$ cat src/sv/ss_pkg.sv
// ----------------------------------------------------------------------------
// Stride scheduler package
// Field widths, entry and chain record types and saturating arithmetic
// shared by the job cells, the stride divider and the top level.
// ----------------------------------------------------------------------------
package ss_pkg;

  localparam int ID_W   = 8;
  localparam int TKT_W  = 14;
  localparam int SVC_W  = 16;
  localparam int NUM_W  = 16;
  localparam int TIME_W = 40;
  localparam int COST_W = 16;

  localparam int MAX_JOBS_DEF   = 16;
  localparam int STRIDE_NUM_DEF = 10000;

  localparam logic [TKT_W-1:0]  STRIDE_MAX = {TKT_W{1'b1}};
  localparam logic [TIME_W-1:0] ONE_TICK   = TIME_W'(256);

  localparam int IN_DATA_W  = 40;
  localparam int OUT_DATA_W = 56;

  typedef struct packed {
    logic              valid;
    logic [ID_W-1:0]   id;
    logic [TKT_W-1:0]  stride;
    logic [TIME_W-1:0] pass;
    logic [SVC_W-1:0]  remain;
    logic [SVC_W-1:0]  service;
  } entry_t;

  typedef struct packed {
    logic              valid;
    logic [TIME_W-1:0] pass;
    logic [ID_W-1:0]   id;
    logic              first;
    logic              last;
  } carry_t;

  typedef struct packed {
    logic             load_en;
    logic [ID_W-1:0]  load_id;
    logic [TKT_W-1:0] load_stride;
    logic [SVC_W-1:0] load_service;
    logic             upd_en;
    logic             remove;
  } cell_ctrl_t;

  function automatic logic [TIME_W-1:0] sat_add(input logic [TIME_W-1:0] a,
                                                input logic [TIME_W-1:0] b);
    logic [TIME_W:0] s;
    s = {1'b0, a} + {1'b0, b};
    return s[TIME_W] ? {TIME_W{1'b1}} : s[TIME_W-1:0];
  endfunction

endpackage

$ cat src/sv/ss_div.sv
// ----------------------------------------------------------------------------
// Stride divider
// Restoring divider that computes a constant numerator over the ticket
// count, one quotient bit per cycle.
// ----------------------------------------------------------------------------
module ss_div #(
  parameter int NUMER = ss_pkg::STRIDE_NUM_DEF
) (
  input  logic                     clk,
  input  logic                     rst_n,
  input  logic                     start,
  input  logic [ss_pkg::TKT_W-1:0] divisor,
  output logic                     done,
  output logic [ss_pkg::NUM_W-1:0] quot
);
  import ss_pkg::*;

  localparam int STEP_W = $clog2(NUM_W);

  logic [TKT_W-1:0]  rem_r;
  logic [TKT_W-1:0]  dvs_r;
  logic [NUM_W-1:0]  quo_r;
  logic [STEP_W-1:0] step_r;
  logic              run_r;
  logic              done_r;
  logic [TKT_W:0]    rem_sh;
  logic [TKT_W:0]    diff;
  logic              ge;

  assign rem_sh = {rem_r, quo_r[NUM_W-1]};
  assign ge     = rem_sh >= {1'b0, dvs_r};
  assign diff   = rem_sh - {1'b0, dvs_r};

  always_ff @(posedge clk) begin
    if (!rst_n) begin
      run_r  <= 1'b0;
      done_r <= 1'b0;
    end else begin
      done_r <= 1'b0;
      if (start) begin
        run_r <= 1'b1;
      end else if (run_r && step_r == STEP_W'(NUM_W - 1)) begin
        run_r  <= 1'b0;
        done_r <= 1'b1;
      end
    end
  end

  always_ff @(posedge clk) begin
    if (start) begin
      rem_r  <= '0;
      quo_r  <= NUM_W'(NUMER);
      dvs_r  <= (divisor == '0) ? TKT_W'(1) : divisor;
      step_r <= '0;
    end else if (run_r) begin
      rem_r  <= ge ? diff[TKT_W-1:0] : rem_sh[TKT_W-1:0];
      quo_r  <= {quo_r[NUM_W-2:0], ge};
      step_r <= step_r + STEP_W'(1);
    end
  end

  assign done = done_r;
  assign quot = quo_r;

endmodule

$ cat config.mk
export PLATFORM = sky130hd
export DESIGN_NAME = ss_div
export DESIGN_NICKNAME = d
export VERILOG_FILES = /design/src/sv/ss_pkg.sv /design/src/sv/ss_div.sv
export SDC_FILE = /design/constraint.sdc
export NUM_CORES = 1
export LEC_CHECK = 0
export BUFFER_PORTS_ARGS = -buffer_cell sky130_fd_sc_hd__buf_2
export CAP_MARGIN = 15
export CORE_ASPECT_RATIO = 0.9
export CORE_MARGIN = 4
export CORE_UTILIZATION = 34
export DETAILED_ROUTE_END_ITERATION = 16
export HOLD_SLACK_MARGIN = 0.08
export PLACE_DENSITY = 0.58
export SYNTH_ARGS = -nofsm -noshare
export SYNTH_HDL_FRONTEND = slang
export SYNTH_SLANG_ARGS = --single-unit
$ cat constraint.sdc
create_clock -name clk -period 2.31 [get_ports clk]
set_input_delay 0.231 -clock clk [delete_from_list [all_inputs] [get_ports clk]]
set_output_delay 0.231 -clock clk [all_outputs]
set_load 0.01 [all_outputs]
# Yosys cells after proc, flatten, opt, wreduce, memory -nomap -nowiden
# Cells that the tools add are included.
# W data, S select, Z words.
[word_totals] elab_cells=19 n_memories=0 register_bits=50 input_bits=17 ramBits=0 latchBits=0 output_inout_bits=17 rom_bits=0
[classes] n_reduce_logical=4 magnitude_cmp=1 n_eq_ne=1 n_div=0 multipliers=0 addsub=2 n_bitwise=1 n_mux=4 shifts=0
[op_table] operator="$ge A15 B14 Y1" count=1
[op_table] operator="$logic_not A14 Y1" count=1
[op_table] operator="$mux W14" count=1
[op_table] operator="$sub A14 B14 Y14" count=1
[op_table] operator="$add A4 B1 Y4 const B" count=1
[op_table] operator="$eq A4 B4 Y1 const B" count=1
[op_table] operator="$mux W1" count=3
[op_table] operator="$reduce_bool A2 Y1" count=1
[op_table] operator="$reduce_or A2 Y1" count=1
[op_table] operator="$logic_and A1 B1 Y1" count=1
[op_table] operator="$not A1 Y1" count=1

# Logic depth before layout (Yosys ltp)
# Gate-level depths: netlist of run 1.
[depth] depth_word=4 depth_mapped=10 mapped_depth_nobuf=10

# Least setup slack after synthesis of run 1
# OpenSTA, ideal clock, no wires.
[synth_timing] kind="reg-to-reg" startpoint="register quo_r[15], in the netlist quot[15]" endpoint="register rem_r[10]" synth_period_minus_slack_ns=2.272 path_stages_with_launch=11 t_required_ns=2.219 setup_slack_ns=0.038 arrival_time_ns=2.181 setup_time_ns=0.091 path_buffers=0 cell_sequence="dfxtp_1 inv_1 ha_1 inv_1 fa_1 a211oi_1 nor2_1 o21ai_0 mux2i_1 a22o_1 a311oi_1"
[synth_via] elab_chain_len=2 word_cells_on_any_way=3 cone_classes="add/sub (1); order compare (1); mux (1)"
[synth_lines] element="from (decl)" line="ss_div.sv:22" source="logic [NUM_W-1:0] quo_r;"
[synth_lines] element="from (signal assigned)" line="ss_div.sv:52" source="quo_r <= NUM_W'(NUMER);"
[synth_lines] element="from (signal assigned)" line="ss_div.sv:57" source="quo_r <= {quo_r[NUM_W-2:0], ge};"
[synth_lines] element="$sub A14 B14 Y14 or $ge A15 B14 Y1 (tied branches)" line="ss_div.sv:32, ss_div.sv:31"
[synth_lines] element="$mux W14 (*)" line="ss_div.sv:56" source="rem_r <= ge ? diff[TKT_W-1:0] : rem_sh[TKT_W-1:0];"
[synth_lines] element="to (signal assigned)" line="ss_div.sv:56"
[synth_lines] element="to (decl)" line="ss_div.sv:20" source="logic [TKT_W-1:0] rem_r;"
# Mark *: on every way between the ends. The rest lies on a longest branch, timed or not.
# A chain may end at the register's enable or synchronous reset.

# Worst setup path in the final report of run 1
[layout_timing] startpoint="register rem_r[2]" endpoint="register rem_r[4]"
[layout_via] elab_chain_len=2 word_cells_on_any_way=3 cone_classes="add/sub (1); order compare (1); mux (1)"
[layout_lines] element="$sub A14 B14 Y14 or $ge A15 B14 Y1 (tied branches)" line="ss_div.sv:32, ss_div.sv:31"
[layout_lines] element="$mux W14 (*)" line="ss_div.sv:56"
# Marked as above.

==> out/metrics.cfg, run 1 <==
[status]
run_status=completed

[logic_synthesis]
synth_top_family_by_area=simple AND/OR/NAND/NOR gates
ys_top_cells_by_area=sky130_fd_sc_hd__dfxtp_1 (26%), sky130_fd_sc_hd__edfxtp_1 (15%), sky130_fd_sc_hd__ha_1 (7.3%)
post_synthesis_adder_cell_area_fraction_pct=8.03
post_synth_inst_count=295
seq_area_frac_synth_pct=41.6
yosys_warnings=0
ys.flop_type=sky130_fd_sc_hd__dfxtp_1
synth-edff-count=14
post_synthesis_share_of_cell_area_spent_on_xor_and_xnor_gates_pct=3.51
synth-async-reset-ratio_pct=0
postSynthNetCount=329
multiplexer_share_of_the_synthesized_area_pct=4.38
postSynthAreaPerCell_um2=9.30
fraction_of_the_mapped_netlist_area_in_simple_logic_gates_pct=18.0
yosysTopAreaCellShare_pct=26.3
syn_area_mm2=0.00274
synth_compound_gate_area_share_pct=17.5
post-synth-top-area-cell=sky130_fd_sc_hd__dfxtp_1
synthDistinctLibCells=57
postSynthRegisterBits=50

[clocking]
clock_insertion_delay_worst_skew_ps=310
clock-root-buffer=sky130_fd_sc_hd__clkbuf_8
tritoncts_clock_tree=built
hold_buf_count_cts=0
clk_path_buf_depth=2
cts_num_sinks=50
numCtsBuffers=5
cts.htree.levels=2
clk_pin_slew_ps=100

[timing]
clock-skew-final_ps=10.2
fmax_mhz=448
timing_worst_slew_pin_value_ps=535
grt_setup_unrepaired=yes
drv_slew=0
layout_worst_path_cycle_share_pct=96.7
period_minus_slack_ps=2230
finalHoldViolations=0
report.final.setup_viol=0
timing.max_slew.rel_slack_pct=64.0

[critical_path]
critPathBufInv=3
setup_crit_path_kind=register to register
critical_path.startpoint_type=register
cells_on_worst_reg2reg_path=9
worst_path_largest_cell_delay_ps=380
cp_slowest_cell=sky130_fd_sc_hd__dfxtp_1
largest_delay_contributor_family_on_the_critical_path=compound AO/OA/AOI/OAI gates
critical_path.cell_chain=ha_4, nand3_2, buf_4, nor4_4, a2111oi_4, buf_4, buf_4, a211o_1, a311oi_1
startpoint=rem_r[2]
worstReg2RegStart=rem_r[2]
critical_path.most_common_cell=sky130_fd_sc_hd__buf_4
worst-r2r-setup-slack_ps=80
reg2reg_to=rem_r[4]
worst_endpoint_required_time_ps=2530
worstSetupEndpointType=register
crit_fanout=6
cp.arrival_ps=2450

[global_route]
number_of_global_route_vias_before_repair=2134
grt_pass1_wl_um=10200
grt_antenna_before_repair=0
track_usage_pct=13.5
grt_overflow_total=0
maximum_number_of_pins_on_one_net_before_global_route_repair=24

[cells_and_area]
post_route_cells_drive_above_1_share_pct=28.9
finish.instance_area_mm2=0.00340
final_core_util_pct=44.1
antenna-diode-count=0
synthToLayoutAreaGrowth_pct=23.8
n_fill_cell=735
layout.nets=372

[route]
detailedRoute.firstIterationViolations=110
drc=0
routed_wirelength_um=6430
routed-via-count=2222
detail_route.wl_per_cell_um=14.8
via_per_inst=5.11
drt_pre_antenna_iters=4
detail-route-antenna-nets=0

[die]
top_level_ports=34
floorplan.die_area_mm2=0.00957
floorplan.die.height_um=93.2
placementRows=30
die-width_um=103
floorplan.initialDensity_pct=35.7
floorplan.core_area_mm2=0.00769

[place]
port_buffers=33
placedInstanceArea_mm2=0.00312
estimated_wirelength_of_the_detail_placed_design_um=4790
finalWeightedCongestion=0.870

[run]
drv.max_cap_violation_count=0

[pwr]
total_power_mw=2.11
ir_drop_mv=0.240
leakagePower_nw=1.45
power_density_mw_per_mm2=620

[worst_hold_path]
min_path_cells=1
holdCritStartpoint=divisor[13]
hold_end=dvs_r[13]
hold_class=primary input to register

report_power, final:
part           internal, mW  switching, mW  leakage [nW]
Clock                 0.248          0.315        0.0521
Combinational         0.258          0.285         0.969
Sequential            0.960         0.0401         0.432
Total                  1.47          0.640          1.45
how the worst max path moves through the flow:
stage                      endpoint  slack, ps  cells after the start
after floorplan           rem_r[10]         40                     10
after global placement    rem_r[11]        -50                      9
after detailed placement  rem_r[11]        -60                      9
after CTS                 rem_r[11]        -40                      9
after global routing       rem_r[9]        -40                      9
final                      rem_r[4]         80                      9
cell usage in the layout, fill, tap and decap left out, types with 4 or more instances in the layout:
cell	count
sky130_fd_sc_hd__dfxtp_1	36
sky130_fd_sc_hd__nor2_1	33
sky130_fd_sc_hd__buf_2	33
sky130_fd_sc_hd__buf_4	30
sky130_fd_sc_hd__inv_1	16
sky130_fd_sc_hd__edfxtp_1	14
sky130_fd_sc_hd__mux2i_1	12
sky130_fd_sc_hd__ha_1	11
sky130_fd_sc_hd__nand2_1	10
sky130_fd_sc_hd__nand3_1	9
sky130_fd_sc_hd__a21oi_1	8
sky130_fd_sc_hd__a21o_1	7
sky130_fd_sc_hd__a211o_1	7
sky130_fd_sc_hd__and2_1	7
sky130_fd_sc_hd__nor3_1	6
sky130_fd_sc_hd__xor2_1	6
sky130_fd_sc_hd__clkbuf_8	6
sky130_fd_sc_hd__xnor2_1	5
sky130_fd_sc_hd__ha_4	5
sky130_fd_sc_hd__nand2b_1	4
sky130_fd_sc_hd__nand4_1	4
sky130_fd_sc_hd__o31ai_1	4
sky130_fd_sc_hd__nor4_1	4
synthesized netlist by cell type, types with 5 or more instances:
master	count
sky130_fd_sc_hd__xnor2_1	5
sky130_fd_sc_hd__edfxtp_1	14
sky130_fd_sc_hd__xor2_1	6
sky130_fd_sc_hd__a21oi_1	10
sky130_fd_sc_hd__a211o_1	7
sky130_fd_sc_hd__clkbuf_1	22
sky130_fd_sc_hd__nand2_1	10
sky130_fd_sc_hd__dfxtp_1	36
sky130_fd_sc_hd__mux2i_1	12
sky130_fd_sc_hd__and2_1	8
sky130_fd_sc_hd__nor3_1	6
sky130_fd_sc_hd__ha_1	16
sky130_fd_sc_hd__nand3_1	11
sky130_fd_sc_hd__a21o_1	7
sky130_fd_sc_hd__inv_1	18
sky130_fd_sc_hd__nor2_1	33
worst register-to-register path, cell delays in order, from the launching register on:
cell                        delay, ps
sky130_fd_sc_hd__dfxtp_1          380
sky130_fd_sc_hd__ha_4             310
sky130_fd_sc_hd__nand3_2           90
sky130_fd_sc_hd__buf_4            150
sky130_fd_sc_hd__nor4_4           330
sky130_fd_sc_hd__a2111oi_4         70
sky130_fd_sc_hd__buf_4            180
sky130_fd_sc_hd__buf_4            150
sky130_fd_sc_hd__a211o_1          250
sky130_fd_sc_hd__a311oi_1         240
sequential cells by signal, indices dropped and copies added (netlist names):
| signal | count |
|---|---|
| done | 1 |
| rem_r | 14 |
| run_r | 1 |
| quot | 16 |
| dvs_r | 14 |
| step_r | 4 |
layer usage:
metal	share of wire (%)	GRT usage [%]	vias up
met1	47	18.6	1038
met2	48	21.6	39
li1	-	-	1139
met5	0	0	-
met3	3.2	2.24	6
met4	1.2	3.72	0
cells by family (layout without fill, tap and decap cells):
family / count (synthesis) / count (layout)
AOI/OAI and AO/OA: 63 / 63
xor gates and xnor gates: 11 / 11
adders and majority gates: 17 / 17
buffers and inverters: 47 / 91
DFF: 50 / 50
muxes: 12 / 12
and+or+nand+nor: 95 / 95
through the flow:
| step | hold slack, ps | worst slack (ps) | setup TNS, ps | instances |
|---|---|---|---|---|
| after floorplan | 343 | 38.0 | 0 | 295 |
| after global placement | 423 | -47.8 | -47.8 | 424 |
| after detailed placement | 427 | -59.3 | -108 | 424 |
| after CTS | 100 | -35.5 | -35.5 | 432 |
| after global routing | 104 | -35.2 | -78.5 | 435 |
| final | 108 | 76.8 | 0 | 435 |
layout make-up:
cell class / count / area [um2] / share of cell area [%]
Clock inverter: 2 / 15.0 / 0.442
Sequential cell: 50 / 1140 / 33.6
Multi-Input combinational cell: 198 / 1570 / 46.1
Timing Repair Buffer: 64 / 402 / 11.8
Tap cell: 96 / 120 / 3.54
Clock buffer: 6 / 82.6 / 2.43
Inverter: 19 / 71.3 / 2.10
what timing repair did:
item                                    in CTS  in global routing
endpoints found under the setup margin       3                 15
buffers inserted                             0                  3
pin swaps                                    0                  8
resized for setup                            3                 23
(Power assumes the default switching activity.)
==> run 2: changes to the inputs <==
- BUFFER_PORTS_ARGS: -buffer_cell sky130_fd_sc_hd__buf_2 -> -buffer_cell sky130_fd_sc_hd__clkbuf_2
==> out/metrics.cfg, run 2 (same netlist as run 1, synthesis figures left out) <==
[status]
run_status=completed

[die]
floorplan.die_area_mm2=0.00957  ; unchanged
floorplan.initialDensity_pct=35.7  ; unchanged
die-width_um=103  ; unchanged
floorplan.core_area_mm2=0.00769  ; unchanged
top_level_ports=34  ; unchanged
floorplan.die.height_um=93.2  ; unchanged
placementRows=30  ; unchanged

[place]
finalWeightedCongestion=0.876  ; +0.69%
estimated_wirelength_of_the_detail_placed_design_um=4810  ; +0.35%
pre_cts_slack_ps=-80.6  ; -21.2 ps
port_buffers=33  ; unchanged

[critical_path]
worst_path_largest_cell_delay_ps=350  ; -30 ps
cp.arrival_ps=2410  ; -40 ps
worstSetupEndpointType=register
startpoint=rem_r[7]
reg2reg_to=rem_r[9]
crit_fanout=6  ; unchanged
worst-r2r-setup-slack_ps=120  ; +40 ps
worst_endpoint_required_time_ps=2530  ; about the same
critical_path.startpoint_type=register
worstReg2RegStart=rem_r[7]
cp_slowest_cell=sky130_fd_sc_hd__dfxtp_1
setup_crit_path_kind=register to register
cells_on_worst_reg2reg_path=9  ; unchanged
critical_path.most_common_cell=sky130_fd_sc_hd__buf_4
critical_path.endpoint=rem_r[9]
critical_path.cell_chain=ha_1, buf_4, a21oi_1, o21ai_1, a21bo_2, o21ai_4, buf_4, nand3_1, a311oi_2

[pwr]
power_density_mw_per_mm2=613  ; -1.1%
leakagePower_nw=1.44  ; -0.92%
total_power_mw=2.04  ; -3.3%
internal_power_mw=1.42  ; -3.3%
netSwitchingFraction_pct=30.4  ; about the same
power.share.combinational_pct=25.5  ; -0.3 points
p_sw_mw=0.619  ; -3.4%
ir_drop_mv=0.381  ; +58%
clock_power_share_pct=25.4  ; -1.4 points
power_frac_seq_pct=49.1  ; +1.6 points

[cells_and_area]
synthToLayoutAreaGrowth_pct=21.0
antenna-diode-count=0  ; unchanged
max_ffs_per_register=16  ; unchanged
layout.cells.most_common=sky130_fd_sc_hd__dfxtp_1
final_cell_mix=sky130_fd_sc_hd__dfxtp_1 (36), sky130_fd_sc_hd__nor2_1 (33), sky130_fd_sc_hd__clkbuf_2 (33)
layout.nets=373  ; +0.27%
post_route_cells_drive_above_1_share_pct=26.2  ; -2.7 points

[route]
detail-route-antenna-nets=0  ; unchanged
detail_route.wl_per_cell_um=14.7  ; -0.65%
routed_wirelength_um=6400  ; -0.42%
drt_pre_antenna_iters=4  ; unchanged
detailedRoute.firstIterationViolations=91  ; -17%
routed-via-count=2259  ; +1.7%
drc=0  ; unchanged
via_per_inst=5.18  ; +1.4%

[timing]
timing.final.ws_setup_ps=119  ; +42.6 ps
timing.setup.tns_ps=0  ; unchanged
drv_slew=0  ; unchanged
finalHoldViolations=0  ; unchanged
fmax_mhz=456  ; +1.9%
clock-skew-final_ps=10.2  ; +0.0811 ps
report.final.setup_viol=0  ; unchanged
period_minus_slack_ps=2190  ; -42.6 ps
timing.max_slew.rel_slack_pct=64.9  ; +0.91 points
timing_worst_slew_pin_value_ps=521  ; -13.6 ps
layout_worst_path_cycle_share_pct=94.8  ; -1.8 points

[clocking]
clk_path_buf_depth=2  ; unchanged
tritoncts_clock_tree=built
numCtsBuffers=5  ; unchanged
clock-root-buffer=sky130_fd_sc_hd__clkbuf_8
cts.htree.levels=2  ; unchanged
clock_insertion_delay_worst_skew_ps=300  ; about the same
clk_pin_slew_ps=100  ; about the same
cts_num_sinks=50  ; unchanged

[global_route]
track_usage_pct=13.7  ; +0.20 points
number_of_global_route_vias_before_repair=2206  ; +3.4%
grt_pass1_wl_um=10500  ; +2.4%
grt_overflow_total=0  ; unchanged
maximum_number_of_pins_on_one_net_before_global_route_repair=28  ; +17%
grt_antenna_before_repair=0  ; unchanged

[run]
drv.max_cap_violation_count=0  ; unchanged

[worst_hold_path]
holdCritStartpoint=divisor[11]
hold_class=primary input to register

[run 2: changes by cell type in the layout (fill, tap and decap cells not counted), sizes merged]
| cell | change |
|---|---|
| buf | -32 |
| clkbuf | +33 |
[run 2: metal layers]
metal	global-route usage [%]	wire [um]	vias to the layer above
li1	-	-	1135
met1	18.3	2990	1081
met2	22.6	3170	36
met3	2.46	162	7
met4	3.28	79	0
met5	0	0	-
[run 2: stage by stage]
| step | hold slack, ps | utilization [%] | instance area [um2] | instances |
|---|---|---|---|---|
| 2_1_floorplan | 343 | - | 2740 | 295 |
| 3_3_place_gp | 424 | 40.8 | 3140 | 427 |
| 3_5_place_dp | 428 | 40.8 | 3140 | 427 |
| 4_1_cts | 112 | 42.0 | 3230 | 435 |
| 5_1_grt | 103 | 43.2 | 3320 | 436 |
| 6_report | 117 | 43.2 | 3320 | 436 |
[run 2: final cells by class]
| cell class | instances | area [um2] |
|---|---|---|
| fill | 738 | 4370 |
| multi-input combinational | 198 | 1490 |
| sequential | 50 | 1140 |
| timing repair buffer | 65 | 409 |
| tap | 96 | 120 |
| clock buffer | 6 | 72.6 |
| inverter | 19 | 71.3 |
| clock inverter | 2 | 12.5 |
[run 2: repair_timing]
action                                  4_1_cts  5_1_grt
endpoints found under the setup margin        6       15
cloned                                        0        0
gates resized for setup                       2       14
buffers inserted                              0        1
hold buffers                                  0        0
pin swaps                                     0        6
[run 2: critical path, delay by kind of cell, from the launching register on]
family / cells / cell delay [ps]
fa+ha+maj: 1 / 310
flops: 1 / 350
compound gates: 5 / 1020
buf+inv: 2 / 330
simple gates: 1 / 90
[run 2: worst min path at each step]
stage                      endpoint  slack, ps  cells after the start
after floorplan            dvs_r[0]        340                      0
after global placement     dvs_r[6]        420                      1
after detailed placement   dvs_r[6]        430                      1
after CTS                 dvs_r[11]        110                      1
after global routing      dvs_r[10]        100                      1
final                     dvs_r[11]        120                      1
[run 2: power by group through the flow]
stage	clock (mW)	combinational (mW)	sequential (mW)
floorplan	0	0.319	1.01
global route	0.569	0.572	1.01
global placement	0	0.477	1.02
detailed placement	0	0.481	1.02
CTS	0.532	0.488	0.999
finish	0.518	0.519	0.999
==> run 3: changes to the inputs <==
- CORE_ASPECT_RATIO: 0.9 -> 1.75
==> out/metrics.cfg, run 3 (same netlist as run 1, synthesis figures left out) <==
[status]
run_status=completed

[cells_and_area]
final_core_util_pct=42.7  ; -0.47 points
layout.nets=367  ; -1.6%
max_ffs_per_register=16  ; unchanged
antenna-diode-count=0  ; unchanged
synthToLayoutAreaGrowth_pct=23.0
layout.cells.most_common=sky130_fd_sc_hd__dfxtp_1
post_route_cells_drive_above_1_share_pct=25.4  ; -0.73 points
final_cell_mix=sky130_fd_sc_hd__dfxtp_1 (36), sky130_fd_sc_hd__nor2_1 (33), sky130_fd_sc_hd__clkbuf_2 (33)

[timing]
timing.final.ws_setup_ps=98.7  ; -20.7 ps
period_minus_slack_ps=2210  ; +20.7 ps
timing_worst_slew_pin_value_ps=491  ; -29.8 ps
report.final.setup_viol=0  ; unchanged
finalHoldViolations=0  ; unchanged
clock-skew-final_ps=8.68  ; -1.56 ps
drv_slew=0  ; unchanged
timing.hold.ws_ps=126  ; +8.79 ps
timing.max_slew.rel_slack_pct=66.9  ; +2.0 points
fmax_mhz=452  ; -0.94%
layout_worst_path_cycle_share_pct=95.7  ; +0.90 points

[critical_path]
worst-r2r-setup-slack_ps=100  ; -20 ps
worst_endpoint_required_time_ps=2520  ; about the same
setup_crit_path_kind=register to register
critical_path.startpoint_type=register
cp.arrival_ps=2420  ; about the same
worstReg2RegStart=dvs_r[13]
worstSetupEndpointType=register
reg2reg_to=rem_r[4]
cells_on_worst_reg2reg_path=8  ; -1
crit_fanout=10  ; +4

[worst_hold_path]
hold_class=primary input to register
holdCritStartpoint=divisor[8]
min_path_cells=1  ; unchanged
hold_end=dvs_r[8]

[pwr]
power.share.combinational_pct=22.1  ; -3.4 points
power_frac_seq_pct=42.7  ; -6.4 points
ir_drop_mv=0.615  ; +62%
clock_power_share_pct=35.1  ; +9.7 points
power_density_mw_per_mm2=694  ; +13%
leakagePower_nw=1.45  ; +0.56%
internal_power_mw=1.67  ; +18%
total_power_mw=2.34  ; +15%
p_sw_mw=0.667  ; +7.9%
netSwitchingFraction_pct=28.5  ; -1.9 points

[place]
pre_cts_slack_ps=-24.0  ; +56.6 ps
estimated_wirelength_of_the_detail_placed_design_um=5020  ; +4.3%
port_buffers=33  ; unchanged
finalWeightedCongestion=0.872  ; -0.45%

[global_route]
number_of_global_route_vias_before_repair=2251  ; +2.0%
grt_pass1_wl_um=10800  ; +2.8%
grt_overflow_total=0  ; unchanged
grt_antenna_before_repair=0  ; unchanged
track_usage_pct=14.1  ; +0.44 points
maximum_number_of_pins_on_one_net_before_global_route_repair=38  ; +36%

[clocking]
numCtsBuffers=5  ; unchanged
cts.htree.levels=2  ; unchanged
clk_path_buf_depth=2  ; unchanged
cts_num_sinks=50  ; unchanged
clk_pin_slew_ps=70  ; -30 ps
clock_insertion_delay_worst_skew_ps=300  ; about the same
clock-root-buffer=sky130_fd_sc_hd__clkbuf_16
tritoncts_clock_tree=built

[die]
top_level_ports=34  ; unchanged
die-width_um=75.9  ; -26%
floorplan.die.height_um=127  ; +36%
floorplan.core_area_mm2=0.00791  ; +2.8%
floorplan.die_area_mm2=0.00963  ; +0.57%
floorplan.initialDensity_pct=34.7  ; -0.96 points
placementRows=43  ; +43%

[route]
detail_route.wl_per_cell_um=16.0  ; +8.9%
routed_wirelength_um=6780  ; +5.9%
drt_pre_antenna_iters=4  ; unchanged
via_per_inst=5.38  ; +3.8%
routed-via-count=2280  ; +0.93%
detailedRoute.firstIterationViolations=141  ; +55%
detail-route-antenna-nets=0  ; unchanged
drc=0  ; unchanged

[run]
drv.max_cap_violation_count=0  ; unchanged

==> run 3: worst max-delay path, stage by stage, from the launching register on <==
cell and delay [ps]:
sky130_fd_sc_hd__edfxtp_1 320, sky130_fd_sc_hd__inv_1 70, sky130_fd_sc_hd__ha_1 390, sky130_fd_sc_hd__nand3b_1 170, sky130_fd_sc_hd__nor4_4 350, sky130_fd_sc_hd__a2111oi_4 120, sky130_fd_sc_hd__buf_6 160, sky130_fd_sc_hd__a211o_1 280
sky130_fd_sc_hd__a311oi_2 260
==> run 3: repair_timing <==
| action | in CTS | in global routing |
|---|---|---|
| gates resized for setup | 3 | 14 |
| hold buffers | 0 | 0 |
| setup buffers | 0 | 0 |
| setup endpoints to repair | 3 | 14 |
| pin swaps | 0 | 3 |
==> run 3: final cells by class <==
cell class                 instances  area (um2)
fill                             759        4530
multi-input combinational        198        1520
sequential                        50        1140
timing repair buffer              59         364
clock buffer                       6         150
tap                               90         113
inverter                          19        71.3
clock inverter                     2        17.5
==> run 3: worst max path at each step <==
stage	cells after the start	start	slack, ps	to
after floorplan	10	quot[15]	40	rem_r[10]
after global placement	9	dvs_r[3]	1	rem_r[4]
after detailed placement	9	dvs_r[10]	-20	rem_r[4]
after CTS	9	dvs_r[8]	2	rem_r[4]
after global routing	9	dvs_r[8]	-3	rem_r[4]
final	8	dvs_r[13]	100	rem_r[4]
==> run 3: metal layers <==
layer / GRT usage, % / part of all wire (%)
met1: 14.3 / 38
met5: 0 / 0
met2: 26.1 / 54
met4: 9.01 / 4.9
met3: 2.27 / 2.4
==> run 3: through the flow <==
stage | TNS (ps) | area, um2 | cells
after CTS | 0 | 3280 | 424
after floorplan | 0 | 2740 | 295
final | 0 | 3380 | 424
after global placement | 0 | 3100 | 416
after global routing | -2.92 | 3380 | 424
after detailed placement | -24.0 | 3100 | 416
==> run 3: power by group through the flow <==
stage	clock network [mW]	registers, mW	logic (mW)
6_report	0.823	1.00	0.518
5_1_grt	0.874	1.01	0.571
4_1_cts	0.843	1.00	0.491
3_5_place_dp	0	1.02	0.479
3_3_place_gp	0	1.02	0.476
2_1_floorplan	0	1.01	0.319
