<file path="src/sv/ss_pkg.sv">
// ----------------------------------------------------------------------------
// Stride scheduler package
// Field widths, entry and chain record types and saturating arithmetic
// shared by the job cells, the stride divider and the top level.
// ----------------------------------------------------------------------------
package ss_pkg;

  localparam int ID_W   = 8;
  localparam int TKT_W  = 14;
  localparam int SVC_W  = 16;
  localparam int NUM_W  = 16;
  localparam int TIME_W = 40;
  localparam int COST_W = 16;

  localparam int MAX_JOBS_DEF   = 16;
  localparam int STRIDE_NUM_DEF = 10000;

  localparam logic [TKT_W-1:0]  STRIDE_MAX = {TKT_W{1'b1}};
  localparam logic [TIME_W-1:0] ONE_TICK   = TIME_W'(256);

  localparam int IN_DATA_W  = 40;
  localparam int OUT_DATA_W = 56;

  typedef struct packed {
    logic              valid;
    logic [ID_W-1:0]   id;
    logic [TKT_W-1:0]  stride;
    logic [TIME_W-1:0] pass;
    logic [SVC_W-1:0]  remain;
    logic [SVC_W-1:0]  service;
  } entry_t;

  typedef struct packed {
    logic              valid;
    logic [TIME_W-1:0] pass;
    logic [ID_W-1:0]   id;
    logic              first;
    logic              last;
  } carry_t;

  typedef struct packed {
    logic             load_en;
    logic [ID_W-1:0]  load_id;
    logic [TKT_W-1:0] load_stride;
    logic [SVC_W-1:0] load_service;
    logic             upd_en;
    logic             remove;
  } cell_ctrl_t;

  function automatic logic [TIME_W-1:0] sat_add(input logic [TIME_W-1:0] a,
                                                input logic [TIME_W-1:0] b);
    logic [TIME_W:0] s;
    s = {1'b0, a} + {1'b0, b};
    return s[TIME_W] ? {TIME_W{1'b1}} : s[TIME_W-1:0];
  endfunction

endpackage

</file>
<file path="src/sv/ss_cell.sv">
// ----------------------------------------------------------------------------
// Job cell
// Holds one table entry, forwards the running minimum pass to its right
// neighbor every cycle and takes its right neighbor's entry on a removal.
// ----------------------------------------------------------------------------
module ss_cell #(
  parameter int IDX_W = 4,
  parameter int SLOT  = 0
) (
  input  logic                     clk,
  input  logic                     rst_n,
  input  ss_pkg::cell_ctrl_t       ctrl,
  input  logic [IDX_W-1:0]         load_slot,
  input  logic [IDX_W-1:0]         upd_slot,
  input  ss_pkg::entry_t           next_entry,
  input  ss_pkg::carry_t           carry_in,
  input  logic [IDX_W-1:0]         carry_in_idx,
  output ss_pkg::entry_t           entry,
  output ss_pkg::carry_t           carry_out,
  output logic [IDX_W-1:0]         carry_out_idx
);
  import ss_pkg::*;

  localparam logic [IDX_W-1:0] MY_SLOT = IDX_W'(SLOT);

  entry_t           entry_r;
  entry_t           entry_nxt;
  carry_t           carry_r;
  carry_t           carry_nxt;
  logic [IDX_W-1:0] cidx_r;
  logic [IDX_W-1:0] cidx_nxt;
  logic             take_own;

  assign take_own = entry_r.valid && (!carry_in.valid || entry_r.pass < carry_in.pass);

  always_comb begin
    if (take_own) begin
      carry_nxt.valid = 1'b1;
      carry_nxt.pass  = entry_r.pass;
      carry_nxt.id    = entry_r.id;
      carry_nxt.first = entry_r.service == entry_r.remain;
      carry_nxt.last  = entry_r.remain <= SVC_W'(1);
      cidx_nxt        = MY_SLOT;
    end else begin
      carry_nxt = carry_in;
      cidx_nxt  = carry_in_idx;
    end
  end

  always_comb begin
    entry_nxt = entry_r;
    if (ctrl.load_en && load_slot == MY_SLOT) begin
      entry_nxt.valid   = 1'b1;
      entry_nxt.id      = ctrl.load_id;
      entry_nxt.stride  = ctrl.load_stride;
      entry_nxt.pass    = '0;
      entry_nxt.remain  = ctrl.load_service;
      entry_nxt.service = ctrl.load_service;
    end else if (ctrl.upd_en && ctrl.remove && MY_SLOT >= upd_slot) begin
      entry_nxt = next_entry;
    end else if (ctrl.upd_en && !ctrl.remove && MY_SLOT == upd_slot) begin
      entry_nxt.remain = entry_r.remain - SVC_W'(1);
      entry_nxt.pass   = sat_add(entry_r.pass, TIME_W'(entry_r.stride));
    end
  end

  always_ff @(posedge clk) begin
    if (!rst_n) begin
      entry_r <= '0;
      carry_r <= '0;
      cidx_r  <= '0;
    end else begin
      entry_r <= entry_nxt;
      carry_r <= carry_nxt;
      cidx_r  <= cidx_nxt;
    end
  end

  assign entry         = entry_r;
  assign carry_out     = carry_r;
  assign carry_out_idx = cidx_r;

endmodule

</file>
<file path="config.mk">
export PLATFORM = sky130hd
export DESIGN_NAME = ss_cell
export DESIGN_NICKNAME = d
export VERILOG_FILES = /design/src/sv/ss_pkg.sv /design/src/sv/ss_cell.sv
export SDC_FILE = /design/constraint.sdc
export NUM_CORES = 1
export LEC_CHECK = 0
export ABC_AREA = 1
export BUFFER_PORTS_ARGS = -buffer_cell sky130_fd_sc_hd__buf_2
export CORE_AREA = 10 10 196 198
export DETAILED_ROUTE_END_ITERATION = 12
export DIE_AREA = 0 0 206 208
export MAX_ROUTING_LAYER = met4
export PLACE_DENSITY = 0.56
export SETUP_SLACK_MARGIN = 0.2
export SYNTH_ARGS = -nofsm -noshare
export SYNTH_HDL_FRONTEND = slang
export SYNTH_SLANG_ARGS = --single-unit
</file>
<file path="constraint.sdc">
create_clock -name clk -period 2.5 [get_ports clk]
set_clock_uncertainty 0.05 [all_clocks]
set_input_delay 0.5 -clock clk [delete_from_list [all_inputs] [get_ports clk]]
set_output_delay 0.5 -clock clk [all_outputs]
set_load 0.02 [all_outputs]
</file>
### After elaboration in Yosys (flattened, before gate mapping)

Index checks and enable logic that the tools add are counted.

| storage, ports and cells | value |
|---|---|
| output and inout port bits | 150 |
| register bits | 150 |
| word-level logic and storage cells | 42 |

| operators by class | value |
|---|---|
| bitwise gates (word level) | 1 |
| add/subtract/negate cells | 2 |
| muxes and demuxes | 7 |
| order comparisons | 3 |
| equality and inequality tests | 1 |
| reduce and logical (&&, ||, !) cells | 16 |

Operators by type and width:

| kind | count |
|---|---|
| 56-bit two-way mux | 2 |
| 95-bit two-way mux | 1 |
| 51-bit two-way mux | 1 |
| 40-bit by 14-bit adder with 41-bit output | 1 |
| 40-bit < comparator | 1 |
| 40-bit two-way mux | 1 |
| 23-bit two-way mux | 1 |
| 16-bit == test | 1 |
| 16-bit by 1-bit less-or-equal comparator with 1-bit output (second input constant) | 1 |
| 16-bit two-way mux | 1 |
| 16-bit by 1-bit subtractor with 16-bit output (second input constant) | 1 |
| 4-bit logical NOT | 2 |
| 1-bit logical AND | 6 |
| 1-bit by 4-bit >= comparator with 1-bit output (first input constant) | 1 |
| 2-bit nonzero test | 2 |
| 2-bit OR reduction | 2 |
| 3-bit nonzero test | 1 |
| 1-bit logical NOT | 2 |
| 1-bit logical OR | 1 |
| 1-bit inverter | 1 |

### Longest topological paths before layout

Gate-level depths: netlist of run 1.

| logic depth | value |
|---|---|
| word-level depth | 6 |
| gate-level depth with buffers | 18 |

### Worst setup path before layout of run 1

OpenSTA, ideal clock, no wires.

| timing | value |
|---|---|
| kind | flip-flop to flip-flop |
| from | reg entry_r, in the netlist entry[32] |
| to | reg entry_r, in the netlist entry[64] |
| slack | 0.285 ns |
| stages on the path, launching flop included | 16 |
| setup time | 0.142 ns |
| data required time | 2.308 ns |
| arrival time | 2.023 ns |
| path through | dfxtp_1 -> ha_1 -> fa_1 -> nand2_1 -> nand2_1 -> nand3_1 -> nand2_1 -> nand2_2 -> nand2_4 -> nand3_2 -> nand2_4 -> inv_4 -> buf_6 -> nand3_2 -> nand2_1 -> a21oi_2 |

| on the way | value |
|---|---|
| cells in the longest elaborated chain, start to end | 4 |

Ends and longest elaborated chain:

| element | RTL line | text |
|---|---|---|
| from (decl) | ss_cell.sv:26 | `entry_t entry_r;` |
| from (signal assigned) | ss_cell.sv:73 | `entry_r <= entry_nxt;` |
| 40-bit by 14-bit adder with 41-bit output | ss_pkg.sv:53 | `s = {1'b0, a} + {1'b0, b};` |
| 40-bit two-way mux | ss_pkg.sv:54 | `return s[TIME_W] ? {TIME_W{1'b1}} : s[TIME_W-1:0];` |
| 56-bit two-way mux | ss_cell.sv:61 | `end else if (ctrl.upd_en && !ctrl.remove && MY_SLOT == upd_slot) begin` |
| 56-bit two-way mux | ss_cell.sv:59 | `end else if (ctrl.upd_en && ctrl.remove && MY_SLOT >= upd_slot) begin` |

Every way passes these cells. The select of a mux whose other input is x is not followed.
A chain may end at the register's enable or synchronous reset.

### Final worst setup path of run 1

| timing | value |
|---|---|
| from | reg entry_r, in the netlist entry[71] |
| to | reg carry_r, in the netlist carry_out[41] |

| on the way | value |
|---|---|
| cells in the longest elaborated chain, start to end | 4 |

Ends and longest elaborated chain:

| element | RTL line | text |
|---|---|---|
| 40-bit < comparator | ss_cell.sv:34 | `assign take_own = entry_r.valid && (!carry_in.valid \|\| entry_r.pass < carry_in.pass);` |
| 1-bit logical OR | ss_cell.sv:34 |  |
| 1-bit logical AND | ss_cell.sv:34 |  |
| 51-bit two-way mux | ss_cell.sv:37 | `if (take_own) begin` |
| to (signal assigned) | ss_cell.sv:74 | `carry_r <= carry_nxt;` |
| to (decl) | ss_cell.sv:28 | `carry_t carry_r;` |

Every way passes these cells.

==> impl_metrics.csv, run 1 <==
group,metric,value,unit
logic_synthesis,synth_area_per_cell,6.10,um^2
cts,clkTransAtPathRegs,0.07,ns
setup_path,worst-path-max-fanout,8,
global_routing,globalRouteTotalUtil,0.202,
run,maxCapViolCount,0,
route,wirelength,45000,um
floorplan,rows,68,
cts,clockBufferDepth,2,
route,vias,11900,
place,postPlaceCellArea,12800,um^2
place,dp_hpwl,34200,um
route,drc,0,
route,viasPerCell,4.70,
logic_synthesis,synth_nets,1930,
pwr,power.total,0.00588,W
setup_path,end_kind,"register",
global_routing,grt_max_degree,84,
timing,fmax,452,MHz
timing,min_period,2.21,ns
cts,cts_tree,"built",
route,dr.pass1.iters,5,
logic_synthesis,synth_cell_types,45,
pwr,peakVddDrop,501,uV
logic_synthesis,yosysMostFrequentCell,"nand2_1",
logic_synthesis,synth_area_leaders,"dfxtp_1 29%, nand2_1 19%, inv_1 8.3%, nor2_1 8.0%, ha_1 6.7%",
worst_hold_path,hold_class,"primary input to register",
logic_synthesis,netlist.area_leader.share,0.294,
timing,worst_pin_slew,0.835,ns
floorplan,initial_core_util,0.297,
cts,clock-sinks,150,
cts,worstSkewPairLatency,0.46,ns
route,drtIter0Drc,758,
logic_synthesis,syn_area,10200,um^2
pwr,powerDensity,421,nW/um^2
layout,syn_to_final_growth,36.7,%
global_routing,antenna_found_initial,10,
floorplan,die_w,206,um
layout,nets,2315,
floorplan,pin_count,351,
layout,drive_gt1_frac,0.279,
worst_hold_path,min_path_cells,3,
setup_path,reg2reg_depth,11,
global_routing,grt_pass1_wl,66600,um
logic_synthesis,synth_edf_count,0,
timing,report.final.setup_viol,0,
cts,cts_root_buffer,"clkbuf_16",
place,place_congestion,0.929,
global_routing,grt_pass1_vias,12000,
timing,rsz0062_at_grt,"true",
route,post_drt_wl_per_cell,17.8,um
timing,hold_violations,0,
outcome,status,"completed",
route,postRouteAntennaNets,0,
setup_path,cp_data_required_time,2.79,ns
logic_synthesis,syn-instance-count,1673,
floorplan,core,34400,um^2
logic_synthesis,ys_seq_area_frac,0.294,
logic_synthesis,ys_async_sr_fraction,0,
logic_synthesis,yosys.area.top_type,"dfxtp_1",
logic_synthesis,ys_warn_count,0,
floorplan,die_y,208,um
timing,slew_violations,0,
logic_synthesis,synthTopCellsByCount,"509 x nand2_1, 226 x inv_1, 218 x nor2_1, 150 x dfxtp_1, 131 x nand3_1",
setup_path,arrival,2.51,ns
setup_path,crit_type,"register to register",
logic_synthesis,synth_top_flop_cell,"dfxtp_1",
cts,htreeDepth,4,
timing,slew_headroom,0.444,
logic_synthesis,synth-seq-cells,150,
cts,cts_buffers,17,
timing,tns,0,ns
global_routing,overflow,0,
setup_path,worstSetupStartpointType,"register",
layout,final_area,13900,um^2
cts,hold_buffers,0,
place,numPortBuffers,350,
floorplan,die_area,42800,um^2
pwr,total_leakage_power,7.59,nW
timing,finalCritPeriodShare,0.886,
layout by cell type, fill, tap and decap left out, types with 4 or more instances in the layout:
cell	count
a21oi_1	104
a21oi_2	17
a31oi_1	8
buf_12	5
buf_2	349
buf_4	62
buf_6	5
clkbuf_16	24
clkinv_2	6
dfxtp_1	132
dfxtp_2	15
diode_2	9
ha_1	50
ha_4	4
inv_1	225
inv_2	8
nand2_1	493
nand2_2	30
nand3_1	125
nand3_2	7
nand4_1	17
nor2_1	210
nor2_2	9
nor2_4	4
nor3_1	10
o211ai_1	22
o21ai_0	20
o21ai_1	19
o21ai_2	6
o221ai_1	5
xnor2_1	8
xor2_1	25
what timing repair did:
item	4_1_cts	5_1_grt
gates cloned	1	13
resized for setup	19	80
pin swaps	2	12
setup buffers	1	5
endpoints found under the setup margin	92	92
final timing paths:
check                      to            start  slack, ns
min reg2reg         entry[45]        entry[45]       0.45
max reg2reg     carry_out[41]        entry[71]       0.29
min          carry_out_idx[1]  carry_in_idx[1]       0.20
max             carry_out[41]        entry[71]       0.29
sequential cells by signal (all words and copies together), names as in the netlist:
| register | cells |
|---|---|
| entry | 95 |
| carry_out_idx | 4 |
| carry_out | 51 |
routing by layer:
layer	wire [um]	part of all wire	GRT usage	vias to the layer above
li1	-	-	-	6047
met2	21600	0.48	0.338	377
met4	988	0.022	0.0592	0
met1	19400	0.43	0.236	5426
met3	2950	0.066	0.0471	61
met5	0	0	-	-
cell type report:
type	count	area, um^2
Sequential cell	150	3030
Fill cell	3772	20400
Multi-Input combinational cell	1223	6300
Timing Repair Buffer	430	2600
Tap cell	455	569
Inverter	236	893
Clock inverter	10	83.8
Clock buffer	19	443
Antenna cell	9	22.5
worst max-delay path, stage by stage, from the launching register on:
cell,delay (ns)
dfxtp_1,0.32
ha_1,0.32
a21oi_1,0.17
o21a_1,0.15
nand2_1,0.10
a21oi_4,0.19
nand3_4,0.16
nand2_8,0.21
clkbuf_16,0.20
nand3_1,0.07
nand2_1,0.09
nor2_1,0.06
stage by stage:
| step | instances | util | setup slack [ns] | hold WS, ns |
|---|---|---|---|---|
| finish | 2532 | 0.406 | 0.285 | 0.197 |
| CTS | 2505 | 0.389 | 0.204 | 0.183 |
| global placement | 2474 | 0.372 | -0.272 | 0.480 |
| detailed placement | 2474 | 0.372 | -0.249 | 0.477 |
| global route | 2532 | 0.406 | 0.161 | 0.203 |
| floorplan | 1673 | - | 0.285 | 0.522 |
report_power, final:
part	internal [W]	total [W]	switching (W)
sequential	0.00247	0.00251	0.0000439
combinational	0.000344	0.000892	0.000549
clock	0.00137	0.00247	0.00110
logic make-up after synthesis:
group                    share of synthesized area
flip-flops                                   0.294
AO/OA/AOI/OAI                                0.117
adder cells (fa/ha/maj)                     0.0694
XOR/XNOR                                    0.0283
AND/OR/NAND/NOR                              0.376
buffers and inverters                        0.115
Power figures use the tool's default switching activity.
==> run 2, diff against run 1 <==
Settings changed: ABC_AREA 1 to 0, CORE_AREA 10 10 196 198 to 10 10 185 187, DIE_AREA 0 0 206 208 to 0 0 195 197, PLACE_DENSITY 0.56 to 0.57.
==> run 2 against run 1 <==
Compared with the run above:
- synthesized cell count shrank 31%
- register-to-register slack lost 0.23 ns
- clock power up 12%
- critical endpoint is now entry[67]
- cell area up 1.6%
- wire length down 7.8%
- setup slack lost 0.23 ns
- highest routed layer unchanged
- count of clock-buffer cells in the layout up 3
- total power is 6.6% higher
- sequential cell count is the same
- first-iteration DRC count is 22% lower
==> impl_metrics.csv, run 2 <==
group,metric,value,unit
floorplan,initial_core_util,0.296,
setup_path,cp_data_required_time,2.76,ns
timing,finalCritPeriodShare,0.977,
pwr,total_leakage_power,6.16,nW
cts,clock-sinks,150,
timing,worst_pin_slew,0.714,ns
outcome,status,"completed",
route,drc,0,
route,wl_met2,20000,um
global_routing,overflow,0,
layout,final_cell_mix,"349 x buf_2, 240 x nand2_1, 123 x buf_4",
pwr,powerDensity,442,nW/um^2
layout,syn_to_final_growth,57.2,%
setup_path,slowest_delay,0.39,ns
global_routing,grt_max_degree,64,
cts,hold_buffers,0,
layout,multi_input_area,6390,um^2
floorplan,pin_count,351,
place,dp_hpwl,31000,um
layout,final_common_cell,"buf_2",
timing,hold_violations,0,
route,vias,10500,
run,maxCapViolCount,0,
route,viasPerCell,5.17,
worst_hold_path,hold_class,"primary input to register",
route,drtIter0Drc,595,
place,place_congestion,0.861,
logic_synthesis,ys_async_sr_fraction,0,
layout,fillers,3034,
cts,cts_tree,"built",
route,met3WireLength,2810,um
route,dr.pass1.iters,5,
timing,report.final.setup_viol,0,
setup_path,critical-path-top-delay-family,"compound AO/OA/AOI/OAI gates",
timing,fmax,410,MHz
setup_path,cp_common_cell,"buf_4",
logic_synthesis,synth-seq-cells,150,
route,postRouteAntennaNets,0,
logic_synthesis,synth_top_flop_cell,"dfxtp_1",
setup_path,cp.depth,9,
cts,cts_root_buffer,"clkbuf_16",
setup_path,arrival,2.70,ns
worst_hold_path,min_path_cells,3,
setup_path,reg2reg_depth,9,
setup_path,worstSetupStartpointType,"register",
logic_synthesis,ys_seq_area_frac,0.333,
route,wirelength,41500,um
setup_path,worst-path-buf-inv,2,
floorplan,die_w,195,um
layout,final_area,14200,um^2
logic_synthesis,synth_cell_types,70,
place,numPortBuffers,350,
timing,slew_headroom,0.523,
global_routing,grt_pass1_wl,61600,um
setup_path,crit_type,"register to register",
global_routing,grt_pass1_vias,10700,
layout,largest_register_ffs,95,
route,top_layer,"met4",
cts,cts_buffers,17,
logic_synthesis,synth_edf_count,0,
logic_synthesis,synthTopCellsByCount,"244 x nand2_1, 150 x dfxtp_1, 77 x o21ai_0, 67 x a21oi_1, 65 x nor2_1",
layout,final_util,0.465,
timing,rsz0062_at_grt,"true",
logic_synthesis,synth_nets,1406,
cts,htreeDepth,4,
cts,clkTransAtPathRegs,0.06,ns
floorplan,core,30400,um^2
logic_synthesis,syn-instance-count,1149,
logic_synthesis,yosys.area.top_type,"dfxtp_1",
cts,clockBufferDepth,2,
route,wl_met1,17700,um
layout,nets,1864,
floorplan,die_y,197,um
pwr,peakVddDrop,434,uV
logic_synthesis,synth_area_per_cell,7.84,um^2
place,dp.cells,1932,
floorplan,die_area,38400,um^2
logic_synthesis,netlist.area_leader.share,0.333,
setup_path,worst-path-max-fanout,6,
setup_path,end_kind,"register",
timing,slew_violations,0,
logic_synthesis,syn_area,9010,um^2
layout,layout.cells.non_filler,2024,
place,postPlaceCellArea,11900,um^2
global_routing,antenna_found_initial,9,
global_routing,globalRouteTotalUtil,0.208,
setup_path,crit_chain,"ha_4 -> a211oi_4 -> o211ai_1 -> a21oi_1 -> buf_4 -> buf_4 -> a211oi_2 -> or3_1 -> a221o_1",
logic_synthesis,yosysMostFrequentCell,"nand2_1",
logic_synthesis,synth_area_leaders,"dfxtp_1 33%, nand2_1 10%, ha_1 7.6%, mux2i_1 6.1%, o21ai_0 4.3%",
logic_synthesis,ys_warn_count,0,
layout,drive_gt1_frac,0.449,
floorplan,rows,64,
timing,min_period,2.44,ns
cts,worstSkewPairLatency,0.44,ns
route,post_drt_wl_per_cell,20.5,um
setup_path,slowest_stage,"or3_1",
layout,register_area,3080,um^2
run 2: changes by cell type after synthesis, moves of 27 or more:
| cell | before | now |
|---|---|---|
| nand3_1 | 131 | 21 |
| nor2_1 | 218 | 65 |
| nand2_1 | 509 | 244 |
| o21ai_0 | 33 | 77 |
| inv_1 | 226 | 62 |
| a311oi_1 | 0 | 34 |
| a211oi_1 | 0 | 27 |
| mux2i_1 | 0 | 55 |
| a21oi_1 | 112 | 67 |
run 2: cell families (layout without fill, tap and decap cells):
| logic type | after synthesis | after routing | share of synthesized area |
|---|---|---|---|
| XOR/XNOR | 27 | 27 | 0.0262 |
| flip-flops | 150 | 150 | 0.333 |
| other | 0 | 10 | 0 |
| AND/OR/NAND/NOR | 409 | 409 | 0.203 |
| buffers and inverters | 138 | 607 | 0.0607 |
| AO/OA/AOI/OAI | 312 | 312 | 0.234 |
| adder cells (fa/ha/maj) | 56 | 56 | 0.0786 |
| multiplexers | 57 | 57 | 0.0636 |
run 2: final timing paths:
check	startpoint	slack, ns	endpoint
min reg2reg	entry[91]	0.43	carry_out[7]
max reg2reg	entry[73]	0.06	entry[67]
min	carry_in[8]	0.26	carry_out[8]
max	entry[73]	0.06	entry[67]
run 2: final cells by class:
| class | instances | area share |
|---|---|---|
| timing repair buffer | 515 | 0.236 |
| antenna | 10 | 0.00177 |
| multi-input combinational | 861 | 0.451 |
| tap | 396 | 0.0350 |
| clock inverter | 8 | 0.00866 |
| sequential | 150 | 0.218 |
| clock buffer | 22 | 0.0335 |
| inverter | 62 | 0.0164 |
run 2: worst register-to-register path: stages (launching register included):
cell and delay, ns:
dfxtp_4 0.36, ha_4 0.25, a211oi_4 0.20, o211ai_1 0.22, a21oi_1 0.19, buf_4 0.18, buf_4 0.12, a211oi_2 0.05
or3_1 0.39, a221o_1 0.31
run 2: report_power, final:
part           internal [W]  switching, W
Sequential          0.00246     0.0000562
Combinational      0.000423      0.000565
Clock               0.00164       0.00112
run 2: through the flow:
stage | TNS (ns) | hold WS [ns] | setup WS, ns | total power (W)
floorplan | 0 | 0.472 | 0.151 | 0.00303
finish | 0 | 0.256 | 0.0583 | 0.00626
global placement | -14.37 | 0.417 | -0.286 | 0.00347
CTS | 0 | 0.232 | 0.0950 | 0.00629
global route | -0.0951 | 0.250 | -0.0345 | 0.00651
detailed placement | -15.13 | 0.421 | -0.318 | 0.00348
run 2: layer usage:
metal | vias up | track usage
met4 | 0 | 0.0676
met1 | 4969 | 0.247
met5 | - | -
met2 | 375 | 0.338
li1 | 5065 | -
met3 | 51 | 0.0530
run 2: repair_timing:
| action | CTS | global route |
|---|---|---|
| pin swaps | 29 | 54 |
| endpoints found under the setup margin | 93 | 93 |
| gates cloned | 3 | 1 |
| gates resized for setup | 109 | 133 |
| buffers inserted | 19 | 29 |
==> run 3, diff against run 2 <==
==> constraint.sdc (replaced) <==
create_clock -name clk -period 2.5 [get_ports clk]
set_clock_uncertainty 0.05 [all_clocks]
set_input_delay 0 -clock clk [delete_from_list [all_inputs] [get_ports clk]]
set_output_delay 0 -clock clk [all_outputs]
set_load 0.02 [all_outputs]
==> run 3 against run 2 <==
Compared with the run above:
- sequential share of layout area is 2.4 points lower
- clock power is 8.3% higher
- fmax is 0.47% higher
- hold slack worse by 0.23 ns
- count of clock-buffer cells in the layout is 4 lower
- non-clock buffer count is 169 higher
- sequential power hardly changed
- critical path depth stayed put
- highest routed layer unchanged
- via count is 7.0% higher
==> impl_metrics.csv, run 3 (synthesis results as in run 2) <==
group,metric,value,unit
global_routing,use_met3,0.0511,
global_routing,met1_usage,0.246,
floorplan,pin_count,351,
timing,fmax,411,MHz
route,wirelength,43500,um
layout,syn_to_final_growth,76.2,%
cts,cts_tree,"built",
global_routing,overflow,0,
setup_path,slowest_delay,0.44,ns
timing,worst_pin_slew,1.17,ns
setup_path,end_kind,"register",
global_routing,grt.busiest_layer,"met2",
floorplan,initial_core_util,0.296,
place,numPortBuffers,350,
timing,slew_headroom,0.219,
setup_path,cp_common_cell,"buf_12",
layout,final_cell_mix,"349 x buf_2, 239 x nand2_1, 201 x dlygate4sd3_1",
cts,clock-sinks,150,
timing,rsz0062_at_grt,"true",
layout,largest_register_ffs,95,
pwr,peakVddDrop,437,uV
place,place_congestion,0.930,
global_routing,globalRouteTotalUtil,0.214,
floorplan,core,30400,um^2
floorplan,rows,64,
setup_path,worstSetupStartpointType,"register",
cts,clockBufferDepth,2,
floorplan,die_y,197,um
setup_path,worst-path-max-fanout,8,
layout,drive_gt1_frac,0.383,
global_routing,grt_pass1_vias,11400,
route,viasPerCell,5.10,
floorplan,die_w,195,um
global_routing,antenna_found_initial,10,
timing,report.final.setup_viol,0,
layout,register_area,3070,um^2
cts,cts_buffers,17,
timing,finalCritPeriodShare,0.972,
timing,min_period,2.43,ns
global_routing,grt_pass1_wl,64200,um
timing,hold_violations,0,
setup_path,arrival,2.73,ns
place,postPlaceCellArea,11800,um^2
layout,multi_input_area,6340,um^2
floorplan,die_area,38400,um^2
place,dp_hpwl,30600,um
worst_hold_path,hp-start,"next_entry[26]",
setup_path,crit_chain,"ha_1 -> o21ai_0 -> a21oi_1 -> nand2_1 -> o21ai_2 -> a221oi_4 -> buf_12 -> buf_12 -> mux2i_2",
pwr,total_leakage_power,7.04,nW
timing,slew_violations,0,
cts,worstSkewPairLatency,0.43,ns
global_routing,grt_max_degree,112,
setup_path,crit_path_start,"entry[38]",
global_routing,grt_use_met2,0.367,
setup_path,slowest_stage,"dfxtp_1",
setup_path,cp_data_required_time,2.80,ns
route,vias,11200,
worst_hold_path,hold_class,"primary input to register",
setup_path,crit_type,"register to register",
cts,htreeDepth,4,
pwr,powerDensity,423,nW/um^2
run,maxCapViolCount,0,
layout,nets,2033,
route,drtIter0Drc,547,
route,post_drt_wl_per_cell,19.8,um
route,drc,0,
layout,fillers,2794,
outcome,status,"completed",
layout,final_common_cell,"buf_2",
route,postRouteAntennaNets,0,
cts,clkTransAtPathRegs,0.08,ns
route,dr.pass1.iters,5,
layout,final_area,15900,um^2
timing,whs,0.0213,ns
cts,cts_root_buffer,"clkbuf_16",
setup_path,reg2reg_from,"entry[38]",
## run 3: cell types whose count changed in the layout (fill, tap and decap cells not counted), moves of 5 or more
cell,delta
buf_6,-9
buf_4,-19
ha_1,+9
dfxtp_4,-5
ha_4,-9
a21oi_1,+14
a21oi_2,-15
dfxtp_2,+5
dlygate4sd3_1,+201
## run 3: what timing repair did
| action | in CTS | in global routing |
|---|---|---|
| hold buffers | 201 | 0 |
| pin swaps | 25 | 57 |
| cloned | 3 | 4 |
| gates resized for setup | 61 | 142 |
| endpoints found under the hold margin | 150 | 0 |
| setup endpoints to repair | 87 | 94 |
| buffers inserted | 8 | 19 |
## run 3: per-stage QoR
stage / worst slack [ns] / cells / util / power, W / TNS [ns]
2_1_floorplan: 0.151 / 1149 / - / 0.00303 / 0
3_3_place_gp: -0.137 / 1918 / 0.389 / 0.00346 / -0.405
3_5_place_dp: -0.0932 / 1918 / 0.389 / 0.00346 / -2.06
4_1_cts: 0.0622 / 2162 / 0.491 / 0.00671 / 0
5_1_grt: -0.0263 / 2195 / 0.522 / 0.00696 / -0.0654
6_report: 0.0697 / 2196 / 0.522 / 0.00671 / 0
## run 3: where the power goes
part	internal, W	leakage, nW	switching (W)	total, W
clock network	0.00179	0.313	0.00120	0.00299
logic	0.000590	5.48	0.000605	0.00120
registers	0.00247	1.25	0.0000551	0.00252
total	0.00485	7.04	0.00186	0.00671
## run 3: final timing paths
kind | depth (start not counted) | to | slack, ns
hold reg to reg | 2 | carry_out[9] | 0.43
hold / removal | 5 | entry[26] | 0.02
setup / recovery | 9 | carry_out[14] | 0.07
setup reg to reg | 9 | carry_out[14] | 0.07
## run 3: layer usage
layer,wire (um),vias up,share of wire
met3,2660,58,0.061
met1,18500,5350,0.43
met5,0,-,0
li1,-,5393,-
met2,21300,389,0.49
met4,1030,0,0.024
## run 3: area by class of cell
type	count	share of cell area
multi-input combinational	861	0.399
timing repair buffer	684	0.318
sequential	150	0.193
tap	396	0.0312
clock buffer	18	0.0270
inverter	62	0.0147
clock inverter	14	0.0140
antenna	11	0.00173
## run 3: critical path: cells and delay by family, from the launching register on
| family | cells | cell delay [ns] |
|---|---|---|
| compound gates | 4 | 0.86 |
| flops | 1 | 0.44 |
| buf+inv | 2 | 0.38 |
| fa+ha+maj | 1 | 0.27 |
| mux | 1 | 0.24 |
| simple gates | 1 | 0.09 |
